===== config.mk =====
export PLATFORM = sky130hd
export DESIGN_NAME = cpb_queue
export DESIGN_NICKNAME = d
export VERILOG_FILES = /design/src/cpb_pkg.sv /design/src/cpb_queue.sv
export SDC_FILE = /design/constraint.sdc
export NUM_CORES = 1
export LEC_CHECK = 0
export ABC_AREA = 0
export BUFFER_PORTS_ARGS = -buffer_cell sky130_fd_sc_hd__buf_2
export CAP_MARGIN = 20
export CORE_MARGIN = 2
export CORE_UTILIZATION = 45
export CTS_CLUSTER_DIAMETER = 120
export DETAILED_ROUTE_END_ITERATION = 10
export GPL_TIMING_DRIVEN = 0
export PLACE_DENSITY = 0.75
export SLEW_MARGIN = 20
export SYNTH_ARGS = -nofsm -noshare
export SYNTH_HDL_FRONTEND = slang
export SYNTH_SLANG_ARGS = --single-unit

===== constraint.sdc =====
create_clock -name clk -period 8 [get_ports clk]
set_input_delay 0.4 -clock clk [delete_from_list [all_inputs] [get_ports clk]]
set_output_delay 0.4 -clock clk [all_outputs]
set_load 0.01 [all_outputs]

===== src/cpb_pkg.sv =====
package cpb_pkg;

	localparam int COORD_BITS  = 12;
	localparam int SIZE_BITS   = COORD_BITS - 1;
	localparam int EXT_BITS    = COORD_BITS + 1;
	localparam int DIFF_BITS   = COORD_BITS + 2;
	localparam int COLOR_BITS  = 16;
	localparam int IDX_BITS    = 8;
	localparam int PAL_ENTRIES = 256;
	localparam int PAL_AW      = (PAL_ENTRIES > 1) ? $clog2(PAL_ENTRIES) : 1;
	localparam int CFG_AW      = 3;
	localparam int QUEUE_AW    = 2;
	localparam int QUEUE_DEPTH = 1 << QUEUE_AW;

	typedef enum logic [1:0] {
		OP_PAL_WRITE = 2'd0,
		OP_START     = 2'd1,
		OP_PIXEL     = 2'd2,
		OP_UNUSED    = 2'd3
	} op_t;

	typedef enum logic [1:0] {
		MODE_PAL        = 2'd0,
		MODE_PAL_TRANSP = 2'd1,
		MODE_REPLACE    = 2'd2,
		MODE_DIRECT     = 2'd3
	} mode_t;

	typedef enum logic [CFG_AW-1:0] {
		REG_WIN_LEFT       = 3'd0,
		REG_WIN_TOP        = 3'd1,
		REG_WIN_WIDTH      = 3'd2,
		REG_WIN_HEIGHT     = 3'd3,
		REG_SRC_BUF_WIDTH  = 3'd4,
		REG_SRC_BUF_HEIGHT = 3'd5
	} reg_idx_t;

	typedef struct packed {
		logic [1:0]                   op;
		logic signed [COORD_BITS-1:0] dst_x;
		logic signed [COORD_BITS-1:0] dst_y;
		logic signed [COORD_BITS-1:0] src_x;
		logic signed [COORD_BITS-1:0] src_y;
		logic [SIZE_BITS-1:0]         rect_width;
		logic [SIZE_BITS-1:0]         rect_height;
		logic [1:0]                   mode;
		logic [COLOR_BITS-1:0]        fg_color;
		logic [COLOR_BITS-1:0]        bg_color;
		logic [COLOR_BITS-1:0]        pixel_value;
		logic [IDX_BITS-1:0]          palette_index;
	} req_t;

	typedef struct packed {
		logic                         kind;
		logic signed [COORD_BITS-1:0] out_x;
		logic signed [COORD_BITS-1:0] out_y;
		logic signed [COORD_BITS-1:0] out_src_x;
		logic signed [COORD_BITS-1:0] out_src_y;
		logic [SIZE_BITS-1:0]         out_width;
		logic [SIZE_BITS-1:0]         out_height;
		logic [COLOR_BITS-1:0]        color;
		logic                         write_enable;
		logic                         last;
		logic                         empty_res;
	} res_t;

	// classified command between front and back
	typedef struct packed {
		logic [1:0]                   op;
		logic signed [COORD_BITS-1:0] x;
		logic signed [COORD_BITS-1:0] y;
		logic signed [COORD_BITS-1:0] sx;
		logic signed [COORD_BITS-1:0] sy;
		logic [SIZE_BITS-1:0]         w;
		logic [SIZE_BITS-1:0]         h;
		logic                         empty;
		logic [1:0]                   mode;
		logic [COLOR_BITS-1:0]        fg;
		logic [COLOR_BITS-1:0]        bg;
		logic [COLOR_BITS-1:0]        pixel_value;
		logic [IDX_BITS-1:0]          palette_index;
	} cmd_t;

endpackage


===== src/cpb_queue.sv =====
module cpb_queue import cpb_pkg::*; (
	input  logic clk,
	input  logic arst_n,
	input  logic push,
	output logic push_ready,
	input  cmd_t push_data,
	output logic pop_valid,
	input  logic pop,
	output cmd_t pop_data
);

	cmd_t                entry_q [QUEUE_DEPTH];
	logic [QUEUE_AW-1:0] wr_ptr_q, rd_ptr_q;
	logic [QUEUE_AW:0]   count_q;
	logic                do_push, do_pop;

	assign push_ready = (count_q != (QUEUE_AW+1)'(QUEUE_DEPTH));
	assign pop_valid  = (count_q != '0);
	assign pop_data   = entry_q[rd_ptr_q];
	assign do_push    = push && push_ready;
	assign do_pop     = pop && pop_valid;

	always_ff @(posedge clk or negedge arst_n) begin
		if (!arst_n) begin
			wr_ptr_q <= '0;
			rd_ptr_q <= '0;
			count_q  <= '0;
		end else begin
			if (do_push) wr_ptr_q <= wr_ptr_q + 1'b1;
			if (do_pop) rd_ptr_q <= rd_ptr_q + 1'b1;
			case ({do_push, do_pop})
				2'b10:   count_q <= count_q + 1'b1;
				2'b01:   count_q <= count_q - 1'b1;
				default: ;
			endcase
		end
	end

	always_ff @(posedge clk) begin
		if (do_push) begin
			entry_q[wr_ptr_q] <= push_data;
		end
	end

	// a request offered to a full queue waits unchanged
	a_push_held: assert property (@(posedge clk) disable iff (!arst_n)
		(push && !push_ready) |=> (push && $stable(push_data)))
		else $error("request dropped or changed while queue full");

	a_no_underflow: assert property (@(posedge clk) disable iff (!arst_n)
		pop |-> (count_q != '0))
		else $error("request popped from empty queue");

endmodule


==> metrics.md <==
| Metric | Value |
|---|---|
| Antenna violations before repair | `6` |
| Syn Inst Count | `between 700 and 800` |
| Worst R2R End | `count_q[2]` |
| Buffer depth of the longest clock path | `3` |
| #FFs+latches synth | `531` |
| Clk Latency, worst-skew pair | `0.60 ns` |
| Initial DRC Count | `541` |
| Place WS | `approximately 5.6 ns` |
| Core footprint | `42130 µm²` |
| Largest stage delay on the critical path | `0.71 ns` |
| Part of the power in the clock network | `between 20% and 30%` |
| Post-CTS Resized | `0` |
| Reg2reg path depth | `9` |
| Maximum vdd drop | `367.4 µV` |
| Worst Max-Slew Pin Slew | `just under 0.9 ns` |
| Slew HR | `41.28%` |
| PnR Total Power | `0.008923 W` |
| Remaining DRCs | `0` |
| Final TNS setup | `0 ns` |
| Dominant cells by area after synthesis | `edfxtp_1 (81%), mux4_2 (15%), dfrtp_1 (0.91%)` |
| Fillers | `3001` |
| CP max FO | `10` |
| Final WS setup | `roughly 5 ns` |
| Clock Skew | `0.02787 ns` |
| Final #Nets | `1311` |
| Switch share | `~29%` |
| Static Leak | `about 8.5 nW` |
| DRT antenna net count | `0` |
| CTS tree | `yes` |
| Worst path buffer plus inverter count | `3` |
| Via/cell ratio | `5.222` |
| Tightest Hold Check Type | `in -> reg` |
| Total track usage | `between 10% and 20%` |
| DR pass1 iterations | `7` |
| R2r setup slk | `5.71 ns` |
| Most frequent cells in the layout | `edfxtp_1 (524), buf_2 (283), mux4_2 (131), dlygate4sd3_1 (114), clkbuf_16 (53)` |
| Clock slew at reported path FFs | `around 0.06 ns` |
| Syn Area/Cell | `26.75 µm²` |
| Initial Util | `a little under half` |
| Max cap viols | `0` |
| Commonest non-fill, non-tap cell in the layout | `edfxtp_1` |
| Min Tclk post-route | `2.890 ns` |
| Net Switching | `0.002571 W` |
| GP Congestion | `0.6974` |
| Chip Width | `211.2 µm` |
| Reg power frac | `42.4%` |
| I/O pin cnt | `268` |
| DIE AREA | `44590 µm²` |
| TritonCTS Buffers | `53` |
| WP data required | `7.60 ns` |
| Final setup violation count | `0` |
| Top delay family on crit path | `buffers and inverters` |
| Core Util, Final | `58.13%` |
| Max Clk Rate | `0.3460 GHz` |
| Period utilization | `36.13%` |
| Combinational fraction of design power | `30.1%` |
| Area growth, synth to finish | `26.83%` |
| First-pass GRT wire length | `roughly 57000 µm` |
| Input/output buffers | `267` |
| Warnings from Yosys | `0` |
| DP Wirelength | `23020 µm` |
| Outcome | `finished, final reports clean` |
| Final WL | `between 30000 and 40000 µm` |
| Crit path kind | `reg -> out` |
| Max-slew violations | `0` |
| Root Driver | `clkbuf_16` |
| DR WL/cell | `21.72 µm` |
| GRT Residual Overflow | `0` |
| Post-CTS setup buffers | `0` |
| # hold bufs at CTS | `roughly 110` |
| Startpoint types | `flop` |
| Power Internal | `0.006352 W` |
| Chip height | `211.2 µm` |
| Worst Setup EP | `pop_data[31]` |
| Crit-path most repeated cell | `clkbuf_1` |
| Pwr/cell area | `364.3 nW/µm²` |
| H-tree Lvls | `2` |
| Largest net degree at the start of global routing | `44` |
| Final Hold Vio Count | `0` |
| CP Cell Sequence | `clkbuf_1 > clkbuf_1 > mux4_2 > buf_2` |
| Endpoint class of the critical path | `output port` |
| CP max stage cell | `clkbuf_1` |
| Sequential element share of the synthesized area | `82.39%` |
| Cell variety after synth | `20` |
| Number of core rows | `75` |
| Synth Net Count | `863` |
| Layout cells sized above 1 | `42.82%` |
| Cell depth of the worst setup path | `4` |
| Via count of the first global-routing pass | `~10000` |
| Area share of the largest cell type after synthesis | `81.48%` |
| Vias | `9164` |
| RSZ-0062 raised after global routing | `false` |
| Cell accounting for the most synthesized area | `edfxtp_1` |
| CTS sink count | `between 500 and 600` |
| Crit. Startpoint | `rd_ptr_q[1]` |
| CP arrival | `between 2 and 2.5 ns` |
| Min Hold Slack | `0.03690 ns` |
| Synth Cell Area | `19310 µm²` |
| Worst r2r src | `count_q[0]` |
how the worst min path moves through the flow:
stage / endpoint / slack (ns) / start / cells after the start
3_5_place_dp: count_q[2] / 0.25 / arst_n / 1
6_report: entry_q[0][119] / 0.04 / push_data[119] / 1
3_3_place_gp: count_q[2] / 0.24 / arst_n / 1
5_1_grt: entry_q[1][54] / 0.01 / push_data[54] / 1
2_1_floorplan: count_q[0] / 0.10 / arst_n / 0
4_1_cts: entry_q[0][119] / 0.0006 / push_data[119] / 1
area by class of cell:
class                   count  area [µm²]  share of cell area [%]
flip-flops and latches    531       15910                   64.96
multi-input cells         155        3201                   13.07
repair buffers            393        2755                   11.25
clock buffers              64        1368                   5.584
well taps                 539       674.4                   2.754
clock inverters            33       359.1                   1.466
plain buffers              30       192.7                  0.7867
inverters                   6       22.52                 0.09195
diodes                      4       10.01                 0.04087
power groups by stage:
stage | registers [W] | logic [W] | clock network (W)
floorplan | 0.00383 | 0.00164 | 0
global placement | 0.00388 | 0.00259 | 0
detailed placement | 0.00384 | 0.00271 | 0
CTS | 0.00378 | 0.00277 | 0.00251
global route | 0.00382 | 0.00291 | 0.00262
finish | 0.00378 | 0.00269 | 0.00245
layer usage:
metal / track usage, % / up-vias / wire length, µm / part of all wire (%)
met5: 0 / - / 27 / 0.071
met4: 5.877 / 4 / 822 / 2.2
li1: - / 4048 / - / -
met3: 4.966 / 59 / 2759 / 7.2
met2: 29.23 / 284 / 19220 / 50
met1: 21.80 / 4769 / 15290 / 40
sequential cells by signal (all words and copies together), names as in the netlist:
| name | flops |
|---|---|
| count_q | 3 |
| entry_q | 524 |
| rd_ptr_q | 2 |
| wr_ptr_q | 2 |
cell usage after synthesis:
cell      number
and2_4         1
and3_2         4
buf_2         16
buf_6          8
clkbuf_1       6
dfrtp_1        7
edfxtp_1     524
fa_1           1
ha_1           5
inv_1          6
mux2_4         1
mux2i_1        1
mux4_2       131
nand2_1        1
nor2_1         1
o31a_2         1
or3_2          1
or3b_4         1
xnor2_1        3
xor2_1         3
cells by family (layout without fill, tap and decap cells):
| family | count (synthesis) | after routing | synth area share [%] |
|---|---|---|---|
| compound gates | 1 | 1 | 0.05184 |
| flops | 531 | 531 | 82.39 |
| fa+ha+maj | 6 | 6 | 0.4276 |
| buf+inv | 36 | 526 | 1.114 |
| other cells | 0 | 4 | 0 |
| mux | 133 | 133 | 15.41 |
| xor+xnor | 6 | 6 | 0.2722 |
| simple gates | 9 | 9 | 0.3369 |
through the flow:
stage,area (µm²),cells
floorplan,19310,722
global placement,21320,1528
detailed placement,21610,1540
CTS,24480,1751
global route,24490,1755
finish,24490,1755
No activity file was read; power rests on OpenSTA's default activity.
