<file path="config.mk">
export PLATFORM = sky130hd
export DESIGN_NAME = cpb_back
export DESIGN_NICKNAME = d
export VERILOG_FILES = /design/src/cpb_pkg.sv /design/src/cpb_ram.sv /design/src/cpb_back.sv
export SDC_FILE = /design/constraint.sdc
export NUM_CORES = 2
export LEC_CHECK = 0
export ABC_AREA = 1
export BUFFER_PORTS_ARGS = -buffer_cell sky130_fd_sc_hd__buf_2
export CAP_MARGIN = 20
export CORE_UTILIZATION = 45
export CTS_BUF_LIST = sky130_fd_sc_hd__clkbuf_8
export CTS_CLUSTER_SIZE = 10
export DETAILED_ROUTE_END_ITERATION = 7
export REMOVE_ABC_BUFFERS = 1
export SYNTH_ARGS = -nofsm -noshare
export SYNTH_HDL_FRONTEND = slang
export SYNTH_HIERARCHICAL = 1
export SYNTH_SLANG_ARGS = --single-unit
</file>
<file path="constraint.sdc">
create_clock -name clk -period 3.8 [get_ports clk]
set_input_delay 0.76 -clock clk [delete_from_list [all_inputs] [get_ports clk]]
set_output_delay 0.76 -clock clk [all_outputs]
set_load 0.05 [all_outputs]
</file>
<file path="src/cpb_pkg.sv">
package cpb_pkg;

	localparam int COORD_BITS  = 12;
	localparam int SIZE_BITS   = COORD_BITS - 1;
	localparam int EXT_BITS    = COORD_BITS + 1;
	localparam int DIFF_BITS   = COORD_BITS + 2;
	localparam int COLOR_BITS  = 16;
	localparam int IDX_BITS    = 8;
	localparam int PAL_ENTRIES = 256;
	localparam int PAL_AW      = (PAL_ENTRIES > 1) ? $clog2(PAL_ENTRIES) : 1;
	localparam int CFG_AW      = 3;
	localparam int QUEUE_AW    = 2;
	localparam int QUEUE_DEPTH = 1 << QUEUE_AW;

	typedef enum logic [1:0] {
		OP_PAL_WRITE = 2'd0,
		OP_START     = 2'd1,
		OP_PIXEL     = 2'd2,
		OP_UNUSED    = 2'd3
	} op_t;

	typedef enum logic [1:0] {
		MODE_PAL        = 2'd0,
		MODE_PAL_TRANSP = 2'd1,
		MODE_REPLACE    = 2'd2,
		MODE_DIRECT     = 2'd3
	} mode_t;

	typedef enum logic [CFG_AW-1:0] {
		REG_WIN_LEFT       = 3'd0,
		REG_WIN_TOP        = 3'd1,
		REG_WIN_WIDTH      = 3'd2,
		REG_WIN_HEIGHT     = 3'd3,
		REG_SRC_BUF_WIDTH  = 3'd4,
		REG_SRC_BUF_HEIGHT = 3'd5
	} reg_idx_t;

	typedef struct packed {
		logic [1:0]                   op;
		logic signed [COORD_BITS-1:0] dst_x;
		logic signed [COORD_BITS-1:0] dst_y;
		logic signed [COORD_BITS-1:0] src_x;
		logic signed [COORD_BITS-1:0] src_y;
		logic [SIZE_BITS-1:0]         rect_width;
		logic [SIZE_BITS-1:0]         rect_height;
		logic [1:0]                   mode;
		logic [COLOR_BITS-1:0]        fg_color;
		logic [COLOR_BITS-1:0]        bg_color;
		logic [COLOR_BITS-1:0]        pixel_value;
		logic [IDX_BITS-1:0]          palette_index;
	} req_t;

	typedef struct packed {
		logic                         kind;
		logic signed [COORD_BITS-1:0] out_x;
		logic signed [COORD_BITS-1:0] out_y;
		logic signed [COORD_BITS-1:0] out_src_x;
		logic signed [COORD_BITS-1:0] out_src_y;
		logic [SIZE_BITS-1:0]         out_width;
		logic [SIZE_BITS-1:0]         out_height;
		logic [COLOR_BITS-1:0]        color;
		logic                         write_enable;
		logic                         last;
		logic                         empty_res;
	} res_t;

	// classified command between front and back
	typedef struct packed {
		logic [1:0]                   op;
		logic signed [COORD_BITS-1:0] x;
		logic signed [COORD_BITS-1:0] y;
		logic signed [COORD_BITS-1:0] sx;
		logic signed [COORD_BITS-1:0] sy;
		logic [SIZE_BITS-1:0]         w;
		logic [SIZE_BITS-1:0]         h;
		logic                         empty;
		logic [1:0]                   mode;
		logic [COLOR_BITS-1:0]        fg;
		logic [COLOR_BITS-1:0]        bg;
		logic [COLOR_BITS-1:0]        pixel_value;
		logic [IDX_BITS-1:0]          palette_index;
	} cmd_t;

endpackage

</file>
<file path="src/cpb_ram.sv">
module cpb_ram #(
	parameter int WIDTH = 16,
	parameter int DEPTH = 256,
	localparam int AW = (DEPTH > 1) ? $clog2(DEPTH) : 1
) (
	input  logic             clk,
	input  logic             we,
	input  logic [AW-1:0]    waddr,
	input  logic [WIDTH-1:0] wdata,
	input  logic             re,
	input  logic [AW-1:0]    raddr,
	output logic [WIDTH-1:0] rdata
);

	logic [WIDTH-1:0] mem_q [DEPTH];
	logic [WIDTH-1:0] rdata_q;

	always_ff @(posedge clk) begin
		if (we) begin
			mem_q[waddr] <= wdata;
		end
		if (re) begin
			rdata_q <= mem_q[raddr];
		end
	end

	assign rdata = rdata_q;

endmodule

</file>
<file path="src/cpb_back.sv">
module cpb_back import cpb_pkg::*; (
	input  logic clk,
	input  logic arst_n,
	input  logic pop_valid,
	output logic pop,
	input  cmd_t pop_data,
	output logic res_valid,
	input  logic res_ready,
	output res_t res_data
);

	logic                         active_q;
	logic signed [COORD_BITS-1:0] base_x_q, base_y_q;
	logic [SIZE_BITS-1:0]         span_w_q, span_h_q, col_q, row_q;
	logic [1:0]                   mode_q;
	logic [COLOR_BITS-1:0]        fore_q, back_q;

	logic res_valid_q, use_pal_q;
	res_t res_q;

	logic [SIZE_BITS:0]    col_inc, row_inc;
	logic                  col_end, row_end, fin;
	logic [COLOR_BITS-1:0] pv;
	logic                  pal_oob, pix_use_pal;
	res_t                  pix_res, start_res;
	logic                  ram_we, ram_re;
	logic [COLOR_BITS-1:0] ram_rdata;

	assign pop = pop_valid && (!res_valid_q || res_ready);

	always_comb begin
		pv      = pop_data.pixel_value;
		pal_oob = 32'(pv) >= 32'(PAL_ENTRIES);
		col_inc = {1'b0, col_q} + 1'b1;
		row_inc = {1'b0, row_q} + 1'b1;
		col_end = col_inc >= {1'b0, span_w_q};
		row_end = row_inc >= {1'b0, span_h_q};
		fin     = col_end && row_end;

		pix_res              = '0;
		pix_res.kind         = 1'b1;
		pix_res.out_x        = base_x_q + {1'b0, col_q};
		pix_res.out_y        = base_y_q + {1'b0, row_q};
		pix_res.write_enable = 1'b1;
		pix_res.last         = fin;
		pix_use_pal          = 1'b0;
		case (mode_q)
			MODE_PAL: begin
				pix_use_pal = !pal_oob;
			end
			MODE_PAL_TRANSP: begin
				// index zero is a transparent skip
				if (pv == '0) begin
					pix_res.write_enable = 1'b0;
				end else begin
					pix_use_pal = !pal_oob;
				end
			end
			MODE_REPLACE: begin
				pix_res.color = (pv != '0) ? fore_q : back_q;
			end
			default: begin
				pix_res.color = pv;
			end
		endcase

		start_res            = '0;
		start_res.out_x      = pop_data.x;
		start_res.out_y      = pop_data.y;
		start_res.out_src_x  = pop_data.sx;
		start_res.out_src_y  = pop_data.sy;
		start_res.out_width  = pop_data.w;
		start_res.out_height = pop_data.h;
		start_res.empty_res  = pop_data.empty;

		ram_we = pop && (pop_data.op == OP_PAL_WRITE)
			&& ({1'b0, pop_data.palette_index} < (IDX_BITS+1)'(PAL_ENTRIES));
		ram_re = pop && (pop_data.op == OP_PIXEL) && active_q && pix_use_pal;
	end

	cpb_ram #(
		.WIDTH(COLOR_BITS),
		.DEPTH(PAL_ENTRIES)
	) u_palette (
		.clk  (clk),
		.we   (ram_we),
		.waddr(pop_data.palette_index[PAL_AW-1:0]),
		.wdata(pv),
		.re   (ram_re),
		.raddr(pv[PAL_AW-1:0]),
		.rdata(ram_rdata)
	);

	always_ff @(posedge clk or negedge arst_n) begin
		if (!arst_n) begin
			res_valid_q <= 1'b0;
			use_pal_q   <= 1'b0;
			active_q    <= 1'b0;
			base_x_q    <= '0;
			base_y_q    <= '0;
			span_w_q    <= '0;
			span_h_q    <= '0;
			col_q       <= '0;
			row_q       <= '0;
			mode_q      <= '0;
			fore_q      <= '0;
			back_q      <= '0;
		end else begin
			if (res_valid_q && res_ready) begin
				res_valid_q <= 1'b0;
			end
			if (pop) begin
				case (pop_data.op)
					OP_START: begin
						// a restart abandons any blit in flight
						active_q    <= !pop_data.empty;
						base_x_q    <= pop_data.x;
						base_y_q    <= pop_data.y;
						span_w_q    <= pop_data.w;
						span_h_q    <= pop_data.h;
						col_q       <= '0;
						row_q       <= '0;
						mode_q      <= pop_data.mode;
						fore_q      <= pop_data.fg;
						back_q      <= pop_data.bg;
						res_valid_q <= 1'b1;
						use_pal_q   <= 1'b0;
					end
					OP_PIXEL: begin
						if (active_q) begin
							res_valid_q <= 1'b1;
							use_pal_q   <= pix_use_pal;
							if (fin) begin
								active_q <= 1'b0;
								col_q    <= '0;
								row_q    <= '0;
							end else if (col_end) begin
								col_q <= '0;
								row_q <= row_inc[SIZE_BITS-1:0];
							end else begin
								col_q <= col_inc[SIZE_BITS-1:0];
							end
						end
					end
					default: ;
				endcase
			end
		end
	end

	always_ff @(posedge clk) begin
		if (pop && (pop_data.op == OP_START)) begin
			res_q <= start_res;
		end else if (pop && (pop_data.op == OP_PIXEL) && active_q) begin
			res_q <= pix_res;
		end
	end

	always_comb begin
		res_data = res_q;
		if (use_pal_q) begin
			res_data.color = ram_rdata;
		end
	end

	assign res_valid = res_valid_q;

	a_span_nonzero: assert property (@(posedge clk) disable iff (!arst_n)
		active_q |-> ((span_w_q != '0) && (span_h_q != '0)))
		else $error("blit running over an empty region");

	a_count_in_span: assert property (@(posedge clk) disable iff (!arst_n)
		active_q |-> ((col_q < span_w_q) && (row_q < span_h_q)))
		else $error("pixel position left the clipped region");

	a_read_to_result: assert property (@(posedge clk) disable iff (!arst_n)
		ram_re |=> (res_valid_q && use_pal_q))
		else $error("palette read without a pending pixel result");

endmodule

</file>
==> metrics.md <==
| Metric | Value |
|---|---|
| Fill cells | 33500 |
| Grt met2 use | 0.404 |
| ANT nets after route | 0 |
| Core Region | 0.390 mm² |
| Max-slew violation count | 0 |
| Reg area | 0.129 mm² |
| Synthesis Warnings | 6 |
| Vias per cell | 5.60 |
| CTS root buf | clkbuf_8 |
| Vias after detailed routing | 120000 |
| Nets | 15900 |
| Num ports | 227 |
| Status | complete, but fails checks |
| Share of cells above drive strength 1 | 0.119 |
| GR Layer Usage met3 | 0.0432 |
| Max-slew headroom | 0.0151 |
| Hpwl dp | 311000 µm |
| Achievable Freq | 0.286 GHz |
| Multi-input logic area | 0.0412 mm² |
| Dominant synthesized flop cell | edfxtp_1 |
| Synthesized area | 0.176 mm² |
| Die X | 628 µm |
| Die height | 628 µm |
| DRC | 1 |
| Synthesized flop and latch total | 4307 |
| # Post-CTS Setup Buffers | 0 |
| Final WL | 526000 µm |
| Placer Congestion | 0.865 |
| Rows | 229 |
| Req. time, crit path | 3040 ps |
| GRT busiest layer | met2 |
| CTS buffer count | 695 |
| PwrDens | 483 mW/mm² |
| Max clock buf depth | 4 |
| EDFF count, synth | 4183 |
| CTS tree | yes |
| Area Overhead vs Synth | 13.6% |
| Worst slew pin tran | 1480 ps |
| Max Cap Viol | 0 |
| Crit share post-route | 0.919 |
| Number of global-route vias before repair | 112000 |
| Iter 0 DRT Violations | 14500 |
| Critical path endpoint category | output pin |
| Placed Cells | 20100 |
| Non-filler instance count after layout | 21400 |
| Initial antenna violation count | 26 |
| Worst Skew | 81.5 ps |
| Unrepaired setup endpoints after global routing | false |
| Final hold vios | 0 |
| Die area | 0.394 mm² |
| CP Class | reg2out |
| Starting Density | 0.453 |
| Pwr Total | 96600 µW |
| Minimum clock period | 3490 ps |
| Global-route wire length before repair | 767000 µm |
| Post-synthesis sequential area ratio | 0.729 |
| Clk pin slew, worst setup/hold paths | 60 ps |
| Static Leak | 0.0733 µW |
| Endpoints failing setup | 0 |
| Largest net degree at the start of global routing | 169 |
| Async set or reset register ratio after synthesis | 0.0244 |
| Failing checks | DRC |
| Mean Syn Cell Area | 11.9 µm² |
| HP Class | in2reg |
| Peak VDD IR | 0.373 mV |
| Port Buffers | 226 |
| Grt total ovfl | 0 |
| Worst-path maximum fanout | 17 |
| Most frequent cells in the layout | 4562 x nand2_1, 4183 x edfxtp_1, 4058 x nand3_1 |
| H-tree lvl count | 6 |
| Worst Setup Start Kind | register |
| Drt wl/cell | 24.6 µm |
| Pre-Repair DR Iteration Count | 8 |
| Cell count after synthesis | 14900 |
| Clock sinks | 4307 |
| Total GRT Usage | 0.260 |
| Post-synthesis cell type count | 47 |
| Met1 usage | 0.372 |
| Worst skew pair latency | 1270 ps |
| Most common cell after layout, fill and taps aside | nand2_1 |
| WP data arrival | 2730 ps |
[synthesized netlist by cell type, types with 2 or more instances]
cell type,number,area share
nand2_1,4578,0.097
edfxtp_1,4183,0.71
nand3_1,4058,0.12
buf_2,500,0.014
nor2_1,384,0.0082
buf_4,238,0.010
inv_1,183,0.0039
clkbuf_1,176,0.0037
dfrtp_1,105,0.015
buf_1,78,0.0017
o21ai_0,68,0.0019
a21oi_1,61,0.0017
buf_6,55,0.0035
ha_1,49,0.0035
o21bai_1,25,0.0011
dfxtp_1,19,0.0022
o211ai_1,17,0.00072
xor2_1,13,0.00065
o21ai_2,9,0.00045
nand4_1,7,0.00025
xnor2_1,7,0.00035
nor3_1,6,0.00017
inv_2,4,0.000085
nand2_2,4,0.00014
nor2_4,3,0.00019
o21ai_1,3,0.000085
a21boi_0,2,0.000085
buf_12,2,0.00023
clkinv_1,2,0.000043
fa_1,2,0.00023
inv_4,2,0.000071
nand3_2,2,0.00011
nand3b_1,2,0.000085
nor2_2,2,0.000071
nor4_1,2,0.000071
or2_2,2,0.000071
[state kept, by name, summed over array words and instances (netlist names)]
register         count
fore_q              16
row_q               11
res_data            74
base_y_q            12
col_q               11
res_q               16
mode_q               2
u_palette/mem_q   4096
base_x_q            12
use_pal_q            1
back_q              16
span_h_q            11
active_q             1
res_valid            1
u_palette/rdata     16
span_w_q            11
[metrics by stage]
step                hold WS (ps)  worst slack (ps)  TNS [ps]  instance area [µm²]  utilization
floorplan                    442             -7370   -194740               170000            -
global placement             455              -148      -481               187000        0.479
detailed placement           459              -169      -545               187000        0.479
CTS                         5.57              19.8         0               200000        0.514
global route                59.3               175         0               200000        0.514
finish                       114               309         0               200000        0.514
[area by class of cell]
cell class,count,area share
flip-flops and latches,4307,0.642
inverters,191,0.00387
well taps,5197,0.0325
repair buffers,1172,0.0539
diodes,9,0.000112
clock inverters,509,0.0134
clock buffers,702,0.0482
multi-input cells,9316,0.206
[worst max-delay path, cell delays in order, from the launching register on]
cell and delay, ps:
dfrtp_1 320, buf_4 220, clkinvlp_4 320, nand2_1 220, nand2_1 150, buf_2 250
[per-layer routing]
metal,up-vias,wire [µm]
met5,-,102
met4,12,18800
met3,897,46900
met2,5768,241000
met1,58900,220000
li1,54300,-
[timing repair]
| action | in CTS | in global routing |
|---|---|---|
| setup endpoints to repair | 0 | 1 |
| hold buffers | 117 | 0 |
| hold endpoints to repair | 390 | 0 |
| gates resized for setup | 0 | 1 |
[cells by family after synthesis]
group / Yosys count / synth area share
AOI/OAI and AO/OA: 191 / 0.00632
and+or+nand+nor: 9054 / 0.222
buffers and inverters: 1241 / 0.0376
xor gates and xnor gates: 20 / 0.000993
DFF: 4307 / 0.729
adders and majority gates: 51 / 0.00370
[path summary, 6_finish.rpt]
path / from / endpoint / slack (ps) / cells after the start
max: use_pal_q / res_data[9] / 310 / 5
min: pop_data[9] / u_palette/mem_q[195][1] / 110 / 2
max reg2reg: col_q[0] / row_q[0] / 830 / 14
min reg2reg: back_q[5] / back_q[5] / 470 / 2
max in group asynchronous: arst_n / span_h_q[6] / 2820 / 4
min in group asynchronous: arst_n / back_q[2] / 620 / 4
[report_power, final]
| part | internal, µW | switching (µW) | leakage, µW | total, µW |
|---|---|---|---|---|
| clock network | 18000 | 18500 | 0.00724 | 36600 |
| registers | 52400 | 143 | 0.0391 | 52500 |
| logic | 2020 | 5520 | 0.0270 | 7550 |
(Power assumes the default switching activity.)
