File: src/cpb_pkg.sv
package cpb_pkg;

	localparam int COORD_BITS  = 12;
	localparam int SIZE_BITS   = COORD_BITS - 1;
	localparam int EXT_BITS    = COORD_BITS + 1;
	localparam int DIFF_BITS   = COORD_BITS + 2;
	localparam int COLOR_BITS  = 16;
	localparam int IDX_BITS    = 8;
	localparam int PAL_ENTRIES = 256;
	localparam int PAL_AW      = (PAL_ENTRIES > 1) ? $clog2(PAL_ENTRIES) : 1;
	localparam int CFG_AW      = 3;
	localparam int QUEUE_AW    = 2;
	localparam int QUEUE_DEPTH = 1 << QUEUE_AW;

	typedef enum logic [1:0] {
		OP_PAL_WRITE = 2'd0,
		OP_START     = 2'd1,
		OP_PIXEL     = 2'd2,
		OP_UNUSED    = 2'd3
	} op_t;

	typedef enum logic [1:0] {
		MODE_PAL        = 2'd0,
		MODE_PAL_TRANSP = 2'd1,
		MODE_REPLACE    = 2'd2,
		MODE_DIRECT     = 2'd3
	} mode_t;

	typedef enum logic [CFG_AW-1:0] {
		REG_WIN_LEFT       = 3'd0,
		REG_WIN_TOP        = 3'd1,
		REG_WIN_WIDTH      = 3'd2,
		REG_WIN_HEIGHT     = 3'd3,
		REG_SRC_BUF_WIDTH  = 3'd4,
		REG_SRC_BUF_HEIGHT = 3'd5
	} reg_idx_t;

	typedef struct packed {
		logic [1:0]                   op;
		logic signed [COORD_BITS-1:0] dst_x;
		logic signed [COORD_BITS-1:0] dst_y;
		logic signed [COORD_BITS-1:0] src_x;
		logic signed [COORD_BITS-1:0] src_y;
		logic [SIZE_BITS-1:0]         rect_width;
		logic [SIZE_BITS-1:0]         rect_height;
		logic [1:0]                   mode;
		logic [COLOR_BITS-1:0]        fg_color;
		logic [COLOR_BITS-1:0]        bg_color;
		logic [COLOR_BITS-1:0]        pixel_value;
		logic [IDX_BITS-1:0]          palette_index;
	} req_t;

	typedef struct packed {
		logic                         kind;
		logic signed [COORD_BITS-1:0] out_x;
		logic signed [COORD_BITS-1:0] out_y;
		logic signed [COORD_BITS-1:0] out_src_x;
		logic signed [COORD_BITS-1:0] out_src_y;
		logic [SIZE_BITS-1:0]         out_width;
		logic [SIZE_BITS-1:0]         out_height;
		logic [COLOR_BITS-1:0]        color;
		logic                         write_enable;
		logic                         last;
		logic                         empty_res;
	} res_t;

	// classified command between front and back
	typedef struct packed {
		logic [1:0]                   op;
		logic signed [COORD_BITS-1:0] x;
		logic signed [COORD_BITS-1:0] y;
		logic signed [COORD_BITS-1:0] sx;
		logic signed [COORD_BITS-1:0] sy;
		logic [SIZE_BITS-1:0]         w;
		logic [SIZE_BITS-1:0]         h;
		logic                         empty;
		logic [1:0]                   mode;
		logic [COLOR_BITS-1:0]        fg;
		logic [COLOR_BITS-1:0]        bg;
		logic [COLOR_BITS-1:0]        pixel_value;
		logic [IDX_BITS-1:0]          palette_index;
	} cmd_t;

endpackage

File: src/cpb_front.sv
module cpb_front import cpb_pkg::*; (
	input  logic                  clk,
	input  logic                  arst_n,
	input  logic                  cfg_we,
	input  logic [CFG_AW-1:0]     cfg_index,
	input  logic [COORD_BITS-1:0] cfg_wdata,
	input  logic                  req_valid,
	output logic                  req_ready,
	input  req_t                  req_data,
	output logic                  push,
	input  logic                  push_ready,
	output cmd_t                  push_data
);

	typedef struct packed {
		logic [1:0]                   op;
		logic signed [COORD_BITS-1:0] x;
		logic signed [COORD_BITS-1:0] y;
		logic signed [COORD_BITS-1:0] sx;
		logic signed [COORD_BITS-1:0] sy;
		logic signed [EXT_BITS-1:0]   x_end;
		logic signed [EXT_BITS-1:0]   y_end;
		logic signed [EXT_BITS-1:0]   dlt_x;
		logic signed [EXT_BITS-1:0]   dlt_y;
		logic                         clip_left;
		logic                         clip_top;
		logic [1:0]                   mode;
		logic [COLOR_BITS-1:0]        fg;
		logic [COLOR_BITS-1:0]        bg;
		logic [COLOR_BITS-1:0]        pixel_value;
		logic [IDX_BITS-1:0]          palette_index;
	} clip_t;

	logic signed [COORD_BITS-1:0] win_left_q, win_top_q;
	logic [SIZE_BITS-1:0]         win_width_q, win_height_q;
	logic [SIZE_BITS-1:0]         src_buf_width_q, src_buf_height_q;

	logic  v_s1, v_s2;
	req_t  req_s1;
	clip_t clip_s2;
	clip_t clip_n;
	logic  s2_free;

	logic [SIZE_BITS-1:0]       w_eff, h_eff;
	logic signed [EXT_BITS-1:0] dx_e, dy_e, wl_e, wt_e;
	logic signed [EXT_BITS-1:0] dx1, dy1, wx1, wy1;
	logic signed [EXT_BITS-1:0] dlt_x, dlt_y;
	logic signed [DIFF_BITS-1:0] cw, ch;
	logic                        cw_le0, ch_le0;

	always_ff @(posedge clk or negedge arst_n) begin
		if (!arst_n) begin
			win_left_q       <= '0;
			win_top_q        <= '0;
			win_width_q      <= SIZE_BITS'(320);
			win_height_q     <= SIZE_BITS'(240);
			src_buf_width_q  <= SIZE_BITS'(320);
			src_buf_height_q <= SIZE_BITS'(240);
		end else if (cfg_we) begin
			case (cfg_index)
				REG_WIN_LEFT:       win_left_q       <= cfg_wdata;
				REG_WIN_TOP:        win_top_q        <= cfg_wdata;
				REG_WIN_WIDTH:      win_width_q      <= cfg_wdata[SIZE_BITS-1:0];
				REG_WIN_HEIGHT:     win_height_q     <= cfg_wdata[SIZE_BITS-1:0];
				REG_SRC_BUF_WIDTH:  src_buf_width_q  <= cfg_wdata[SIZE_BITS-1:0];
				REG_SRC_BUF_HEIGHT: src_buf_height_q <= cfg_wdata[SIZE_BITS-1:0];
				default: ;
			endcase
		end
	end

	assign s2_free   = !v_s2 || push_ready;
	assign req_ready = !v_s1 || s2_free;
	assign push      = v_s2;

	// first half of the clip: corner ends, window ends, left/top cut
	always_comb begin
		w_eff = req_s1.rect_width;
		h_eff = req_s1.rect_height;
		if (req_s1.mode == MODE_DIRECT) begin
			if (req_s1.rect_width == '0) w_eff = src_buf_width_q;
			if (req_s1.rect_height == '0) h_eff = src_buf_height_q;
		end
		dx_e  = {req_s1.dst_x[COORD_BITS-1], req_s1.dst_x};
		dy_e  = {req_s1.dst_y[COORD_BITS-1], req_s1.dst_y};
		wl_e  = {win_left_q[COORD_BITS-1], win_left_q};
		wt_e  = {win_top_q[COORD_BITS-1], win_top_q};
		dx1   = dx_e + {2'b00, w_eff};
		dy1   = dy_e + {2'b00, h_eff};
		wx1   = wl_e + {2'b00, win_width_q};
		wy1   = wt_e + {2'b00, win_height_q};
		dlt_x = wl_e - dx_e;
		dlt_y = wt_e - dy_e;

		clip_n.op            = req_s1.op;
		clip_n.clip_left     = !dlt_x[EXT_BITS-1] && (dlt_x != '0);
		clip_n.clip_top      = !dlt_y[EXT_BITS-1] && (dlt_y != '0);
		clip_n.x             = clip_n.clip_left ? win_left_q : req_s1.dst_x;
		clip_n.y             = clip_n.clip_top ? win_top_q : req_s1.dst_y;
		clip_n.sx            = req_s1.src_x;
		clip_n.sy            = req_s1.src_y;
		clip_n.x_end         = (dx1 > wx1) ? wx1 : dx1;
		clip_n.y_end         = (dy1 > wy1) ? wy1 : dy1;
		clip_n.dlt_x         = dlt_x;
		clip_n.dlt_y         = dlt_y;
		clip_n.mode          = req_s1.mode;
		clip_n.fg            = req_s1.fg_color;
		clip_n.bg            = req_s1.bg_color;
		clip_n.pixel_value   = req_s1.pixel_value;
		clip_n.palette_index = req_s1.palette_index;
	end

	// second half: clipped size, moved source corner
	always_comb begin
		cw = {clip_s2.x_end[EXT_BITS-1], clip_s2.x_end}
			- {{2{clip_s2.x[COORD_BITS-1]}}, clip_s2.x};
		ch = {clip_s2.y_end[EXT_BITS-1], clip_s2.y_end}
			- {{2{clip_s2.y[COORD_BITS-1]}}, clip_s2.y};
		cw_le0 = cw[DIFF_BITS-1] || (cw == '0);
		ch_le0 = ch[DIFF_BITS-1] || (ch == '0);

		push_data.op            = clip_s2.op;
		push_data.x             = clip_s2.x;
		push_data.y             = clip_s2.y;
		push_data.sx            = clip_s2.sx
			+ (clip_s2.clip_left ? clip_s2.dlt_x[COORD_BITS-1:0] : '0);
		push_data.sy            = clip_s2.sy
			+ (clip_s2.clip_top ? clip_s2.dlt_y[COORD_BITS-1:0] : '0);
		push_data.w             = cw_le0 ? '0 : cw[SIZE_BITS-1:0];
		push_data.h             = ch_le0 ? '0 : ch[SIZE_BITS-1:0];
		push_data.empty         = cw_le0 || ch_le0;
		push_data.mode          = clip_s2.mode;
		push_data.fg            = clip_s2.fg;
		push_data.bg            = clip_s2.bg;
		push_data.pixel_value   = clip_s2.pixel_value;
		push_data.palette_index = clip_s2.palette_index;
	end

	always_ff @(posedge clk or negedge arst_n) begin
		if (!arst_n) begin
			v_s1 <= 1'b0;
			v_s2 <= 1'b0;
		end else begin
			if (req_ready) begin
				// unknown op is taken and dropped here
				v_s1 <= req_valid && (req_data.op != OP_UNUSED);
			end
			if (s2_free) begin
				v_s2 <= v_s1;
			end
		end
	end

	always_ff @(posedge clk) begin
		if (req_valid && req_ready) begin
			req_s1 <= req_data;
		end
		if (s2_free && v_s1) begin
			clip_s2 <= clip_n;
		end
	end

endmodule

File: config.mk
export PLATFORM = sky130hd
export DESIGN_NAME = cpb_front
export DESIGN_NICKNAME = d
export VERILOG_FILES = /design/src/cpb_pkg.sv /design/src/cpb_front.sv
export SDC_FILE = /design/constraint.sdc
export NUM_CORES = 1
export LEC_CHECK = 0
export BUFFER_PORTS_ARGS = -buffer_cell sky130_fd_sc_hd__buf_2
export CAP_MARGIN = 20
export CORE_ASPECT_RATIO = 1.25
export CORE_UTILIZATION = 30
export DETAILED_ROUTE_END_ITERATION = 8
export GPL_TIMING_DRIVEN = 0
export PLACE_DENSITY = 0.49
export SETUP_SLACK_MARGIN = 0.4
export SLEW_MARGIN = 25
export SYNTH_ARGS = -nofsm -noshare
export SYNTH_HDL_FRONTEND = slang
export SYNTH_SLANG_ARGS = --single-unit
export TNS_END_PERCENT = 10
File: constraint.sdc
create_clock -name clk -period 6 [get_ports clk]
set_input_delay 1.2 -clock clk [delete_from_list [all_inputs] [get_ports clk]]
set_output_delay 1.2 -clock clk [all_outputs]
set_load 0.1 [all_outputs]
==> results of run 1 <==
-- worst max-delay path, cell delays in order, from the launching register on --
cell and delay [ns]:
edfxtp_1 0.44, nor4_4 0.36, nand3_1 0.17, nor2_4 0.20, a21o_1 0.17, ha_1 0.16
inv_1 0.05, fa_1 0.40, nor2b_1 0.12, o21ai_0 0.10, a21boi_1 0.17, o21ai_1 0.13
a21oi_1 0.23, nor2_1 0.06, or2_1 0.23, inv_1 0.06, ha_1 0.23, and3_1 0.19
a221o_1 0.32, a21o_1 0.20, a2111oi_2 0.39, a21oi_2 0.16, buf_4 0.23, mux2_1 0.33
-- registers in the layout, summed over array words and instances (netlist names) --
register,flops
win_left_q,12
push,1
req_s1,22
clip_s2,76
v_s1,1
clip_n,84
dx_e,12
src_buf_height_q,11
src_buf_width_q,11
dy_e,12
win_width_q,11
win_height_q,11
win_top_q,12
push_data,84
-- cell type report --
| type | instances | area share [%] |
|---|---|---|
| inverters | 119 | 1.905 |
| flip-flops and latches | 360 | 44.67 |
| plain buffers | 103 | 3.063 |
| multi-input cells | 952 | 32.69 |
| repair buffers | 299 | 7.076 |
| clock inverters | 24 | 1.419 |
| diodes | 6 | 0.06403 |
| clock buffers | 51 | 4.626 |
| well taps | 840 | 4.482 |
-- where the power goes --
part           internal, mW  switching (mW)  total, mW  leakage [nW]
clock                  1.60            1.07       2.67         0.689
sequential             3.20           0.218       3.41          3.60
combinational          1.69            4.08       5.77          5.68
total                  6.49            5.37       11.9          9.97
-- cell families (layout without fill, tap and decap cells) --
logic type	Yosys count	count (layout)
xor gates and xnor gates	75	75
and+or+nand+nor	334	334
buffers and inverters	222	596
other	0	6
adders and majority gates	154	154
AOI/OAI and AO/OA	276	276
muxes	113	113
DFF	360	360
-- final timing paths --
| path | to | slack (ns) | cells past startpoint |
|---|---|---|---|
| max | clip_s2[97]$_DFFE_PP_ | 0.64 | 23 |
| min | clip_s2[125]$_DFFE_PP_ | 0.41 | 0 |
| max reg2reg | clip_s2[97]$_DFFE_PP_ | 0.64 | 23 |
| min reg2reg | clip_s2[125]$_DFFE_PP_ | 0.41 | 0 |
| max in group asynchronous | src_buf_height_q[7]$_DFFE_PN1P_ | 4.85 | 2 |
| min in group asynchronous | v_s1$_DFFE_PN0N_ | 0.52 | 1 |
-- per-stage QoR --
step	utilization [%]	setup TNS, ns	cells	instance area (sq um)
floorplan	-	0	1534	19160
global placement	34.24	-379.78	2656	21620
detailed placement	34.52	-7.811	2663	21800
CTS	36.90	0	2739	23300
global route	37.13	0	2753	23450
finish	37.13	0	2754	23450
-- metal layers --
layer	vias up	GRT usage (%)	routed length [um]
met5	-	0	209
met2	266	25.15	23310
met4	34	5.537	1563
li1	6281	-	-
met1	6119	18.12	21220
met3	112	4.003	2609
-- repair_timing --
action | CTS | global route
setup buffers | 1 | 9
pin swaps | 1 | 4
gates resized for setup | 18 | 14
setup endpoints to repair | 27 | 29
-- cells in the final DEF (no fill, tap or decap), drive strengths merged, types with 7 or more instances in the layout --
cell type	synthesis	routed
buf	88	388
edfxtp	290	290
ha	144	144
inv	119	122
mux2	95	95
nor2	89	89
clkbuf	15	65
a21oi	63	63
dfrtp	58	58
o21ai	53	53
nand2	51	51
a21o	39	39
xnor2	38	38
xor2	37	37
nor3	32	32
nor2b	27	27
and2	25	25
o21a	21	21
nand3	21	21
mux2i	18	18
nand2b	17	17
and3	14	14
o211ai	13	13
clkinv	0	13
dfstp	12	12
nor4	12	12
or3	11	11
fa	10	10
o31ai	8	8
a2111oi	8	8
o2111ai	7	7
bufinv	0	7
a211oi	7	7
or2	7	7
==> flow_summary.ini, run 1 <==
[outcome]
status = finished clean

[die]
die_h_um = 284.5
start_util_pct = 30.34
die_w_um = 228.0
fp.dieArea_sq_mm = 0.06488
rows = 103
num_io_pins = 283
core_sq_mm = 0.06315

[synthesis]
synth_flop_cell = edfxtp_1
yosysMostFrequentCell = edfxtp_1
synth_cells = 1534
async_flop_share_pct = 19.44
synth_top_family_by_area = adder cells
synthDistinctLibCells = 72
syn-cell-area_sq_mm = 0.01916
synth_area_leaders = edfxtp_1 45%, ha_1 9.4%, dfrtp_1 7.6%, buf_4 3.3%, mux2_2 3.3%
seq_area_frac_synth_pct = 54.68
yosys.area_share.simple_pct = 8.987
synth_xor_area_share_pct = 3.429
yosysTopAreaCell = edfxtp_1
ys_warn_count = 0
synth-seq-cells = 360
synthMuxAreaShare_pct = 6.681
synth_compound_area_share_pct = 9.732
synth-adder-area-share_pct = 10.45
synth_top_area_share_pct = 45.46
synth_commonest_cells = 290 x edfxtp_1, 144 x ha_1, 118 x inv_1
synth_nets = 1838
syn_avg_cell_area_sq_um = 12.49
synth_edf_count = 290

[placed_design]
dp.final_hpwl_mm = 38.31
gp_congestion = 0.7956
place_ws_ns = -0.7915
port_buffers = 282

[global_route]
overflow = 0
grt_pass1_vias = 13060
grt.total_usage_pct = 14.91
grt_pass1_wl_mm = 74.63
antenna_found_initial = 24
grt_max_degree = 53

[drt]
drt-vias-per-instance = 4.652
drtIter0Drc = 464
wl_mm = 48.92
first_pass_iters = 4
drc = 0
via_count = 12810
wl_per_cell_um = 17.76
final_antenna_net_count = 0

[timing]
relSlewSlack_pct = 57.53
finalWorstSetupSlack_ns = 0.6440
finalCriticalPeriod_ns = 5.356
timing.fmax_mhz = 186.7
setup_violations = 0
slew_viol_final = 0
worst_pin_slew_ns = 0.6370
fin_crit_sh_pct = 89.27
skew_ns = 0.01745
rsz0062_at_grt = yes
hold_viol = 0
hold_slack_ns = 0.4102

[power]
pwr_density_cell_mw_per_mm2 = 505.6
ir_drop_v = 0.0003971
power_mw = 11.86
leakagePower_nw = 9.970

[clock_tree]
h-tree-depth = 2
cts_made_buffers = 41
cts_sinks = 360
cts_root_buf = clkbuf_16
clock_path_buffers = 3
cts_tree = yes
clk_pin_slew_ns = 0.06
hold_buffers = 0
clk_latency_ns = 0.57

[worst_setup_path]
startpoint = req_s1[58]$_DFFE_PP_
crit_path_max_fanout = 10
crit_type = reg -> reg
worstPathRequired_ns = 6.31
arrival_ns = 5.67
endpoint_kind = flip-flop
cp-start-kind = flip-flop
r2r-start = req_s1[58]$_DFFE_PP_

[layout]
seqCellArea_sq_mm = 0.01048
nets = 2180
areaGrowthSynthToFinish_pct = 22.40
multi_input_area_sq_mm = 0.007665
layout-drive-gt1-share_pct = 29.04
fillers = 6224

[job]
max_cap_violations = 0

[min_path]
hold_class = reg -> reg
min_from = clip_n[125]$_DFFE_PP_
Note: power is estimated with default switching activity, not from simulation.
==> run 2: changes to the inputs <==
--- a/config.mk
+++ b/config.mk
@@ -8,10 +8,11 @@
 export BUFFER_PORTS_ARGS = -buffer_cell sky130_fd_sc_hd__buf_2
 export CAP_MARGIN = 20
 export CORE_ASPECT_RATIO = 1.25
-export CORE_UTILIZATION = 30
+export CORE_UTILIZATION = 45
 export DETAILED_ROUTE_END_ITERATION = 8
 export GPL_TIMING_DRIVEN = 0
-export PLACE_DENSITY = 0.49
+export MAX_ROUTING_LAYER = met4
+export PLACE_DENSITY_LB_ADDON = 0.1
 export SETUP_SLACK_MARGIN = 0.4
 export SLEW_MARGIN = 25
 export SYNTH_ARGS = -nofsm -noshare
==> flow_summary.ini, run 2 (synthesis results as in run 1) <==
[timing]
worst_pin_slew_ns = 0.6204
timing.fmax_mhz = 186.8
skew_ns = 0.01623
slew_viol_final = 0
fin_crit_sh_pct = 89.21
setup_violations = 0
relSlewSlack_pct = 58.64
rsz0062_at_grt = yes
tns_ns = 0
finalCriticalPeriod_ns = 5.353
hold_viol = 0
hold_slack_ns = 0.4164

[worst_setup_path]
rrSetupSlack_ns = 0.65
rr_endpoint = clip_s2[105]$_DFFE_PP_
worstPathRequired_ns = 6.27
startpoint = req_s1[73]$_DFFE_PP_
crit_type = reg -> reg
r2r-start = req_s1[73]$_DFFE_PP_
arrival_ns = 5.62
endpoint_kind = flip-flop
cp-start-kind = flip-flop
crit_path_max_fanout = 10
reg2regPathDepth = 22

[global_route]
grt.total_usage_pct = 19.81
grt_pass1_wl_mm = 65.11
grt_pass1_vias = 12530
grt_max_degree = 54
overflow = 0
antenna_found_initial = 11

[drt]
via_count = 12610
wl_mm = 41.84
wl_per_cell_um = 16.90
drc = 0
drt-vias-per-instance = 5.093
drtIter0Drc = 549
final_antenna_net_count = 0
first_pass_iters = 4

[job]
max_cap_violations = 0

[placed_design]
place_area_sq_mm = 0.02141
gp_congestion = 0.9215
port_buffers = 282
dp.final_hpwl_mm = 32.46

[clock_tree]
cts_tree = yes
cts_sinks = 360
hold_buffers = 0
clock_path_buffers = 3
cts_root_buf = clkbuf_16
clk_pin_slew_ns = 0.06
cts_made_buffers = 39
h-tree-depth = 2
clk_latency_ns = 0.53

[layout]
final_area_sq_mm = 0.02298
final_cell_mix = 290 x edfxtp_1, 282 x buf_2, 144 x ha_1
nets = 2180
final_common_cell = edfxtp_1
seqCellArea_sq_mm = 0.01048
layout-drive-gt1-share_pct = 28.77
post-route-util_pct = 54.65
fillers = 3684
areaGrowthSynthToFinish_pct = 19.93
multi_input_area_sq_mm = 0.007664

[power]
power_mw = 11.47
pwr_density_cell_mw_per_mm2 = 499.4
ir_drop_v = 0.0006162
leakagePower_nw = 9.902

[die]
fp.dieArea_sq_mm = 0.04341
num_io_pins = 283
die_h_um = 232.7
die_w_um = 186.5
rows = 84
core_sq_mm = 0.04204
start_util_pct = 45.57

[outcome]
status = finished clean

[min_path]
holdPathEnd = push_data[20]$_DFFE_PP_
hold_class = reg -> reg
min_from = clip_n[20]$_DFFE_PP_
whs_path_depth = 0
run 2: area by class of cell:
type | instances | share of cell area (%)
sequential | 360 | 45.59
multi-input combinational | 952 | 33.36
timing repair buffer | 301 | 7.167
clock buffer | 48 | 4.487
buffer | 103 | 3.142
tap | 559 | 3.044
inverter | 119 | 1.944
clock inverter | 22 | 1.138
antenna | 12 | 0.1307
run 2: how the worst max path moves through the flow:
stage,end,depth (start not counted)
final,clip_s2[105]$_DFFE_PP_,22
after global routing,push_data[58],11
after CTS,clip_s2[97]$_DFFE_PP_,22
after detailed placement,clip_s2[105]$_DFFE_PP_,21
after global placement,clip_s2[97]$_DFFE_PP_,3
after floorplan,clip_n[0]$_DFFE_PP_,2
run 2: routing by layer:
| layer | track usage [%] | wire length [um] |
|---|---|---|
| met5 | - | 0 |
| met1 | 25.87 | 19400 |
| met3 | 4.630 | 2793 |
| met4 | 7.403 | 1453 |
| met2 | 30.05 | 18200 |
run 2: what timing repair did:
| action | CTS | global route |
|---|---|---|
| pin swaps | 0 | 6 |
| buffers inserted | 1 | 12 |
| endpoints found under the setup margin | 26 | 32 |
| resized for setup | 13 | 16 |
run 2: per-stage QoR:
| stage | instances | setup WS (ns) |
|---|---|---|
| after global placement | 2375 | -1.309 |
| final | 2476 | 0.6472 |
| after floorplan | 1534 | 0.4214 |
| after global routing | 2474 | 0.3775 |
| after detailed placement | 2381 | -0.4979 |
| after CTS | 2452 | 0.4012 |
run 2: where the power goes:
part,leakage [nW],internal [mW],total [mW],switching [mW]
Sequential,3.60,3.20,3.40,0.208
Combinational,5.68,1.68,5.65,3.97
Clock,0.619,1.45,2.42,0.973
run 2: critical path: stages, from the launching register on:
cell and delay (ns):
edfxtp_1 0.45, nor4_4 0.33, nand3_1 0.18, nor2_4 0.22
a21o_1 0.23, ha_1 0.25, a21o_1 0.20, a21oi_1 0.29
o211ai_1 0.15, o211ai_1 0.17, o21ai_1 0.16, a311oi_1 0.34
xnor2_1 0.19, inv_1 0.07, ha_1 0.29, nand4_1 0.10
buf_4 0.17, a2111oi_4 0.30, nor3_1 0.10, mux2i_1 0.15
nor2_1 0.19, buf_6 0.20, mux2_1 0.36
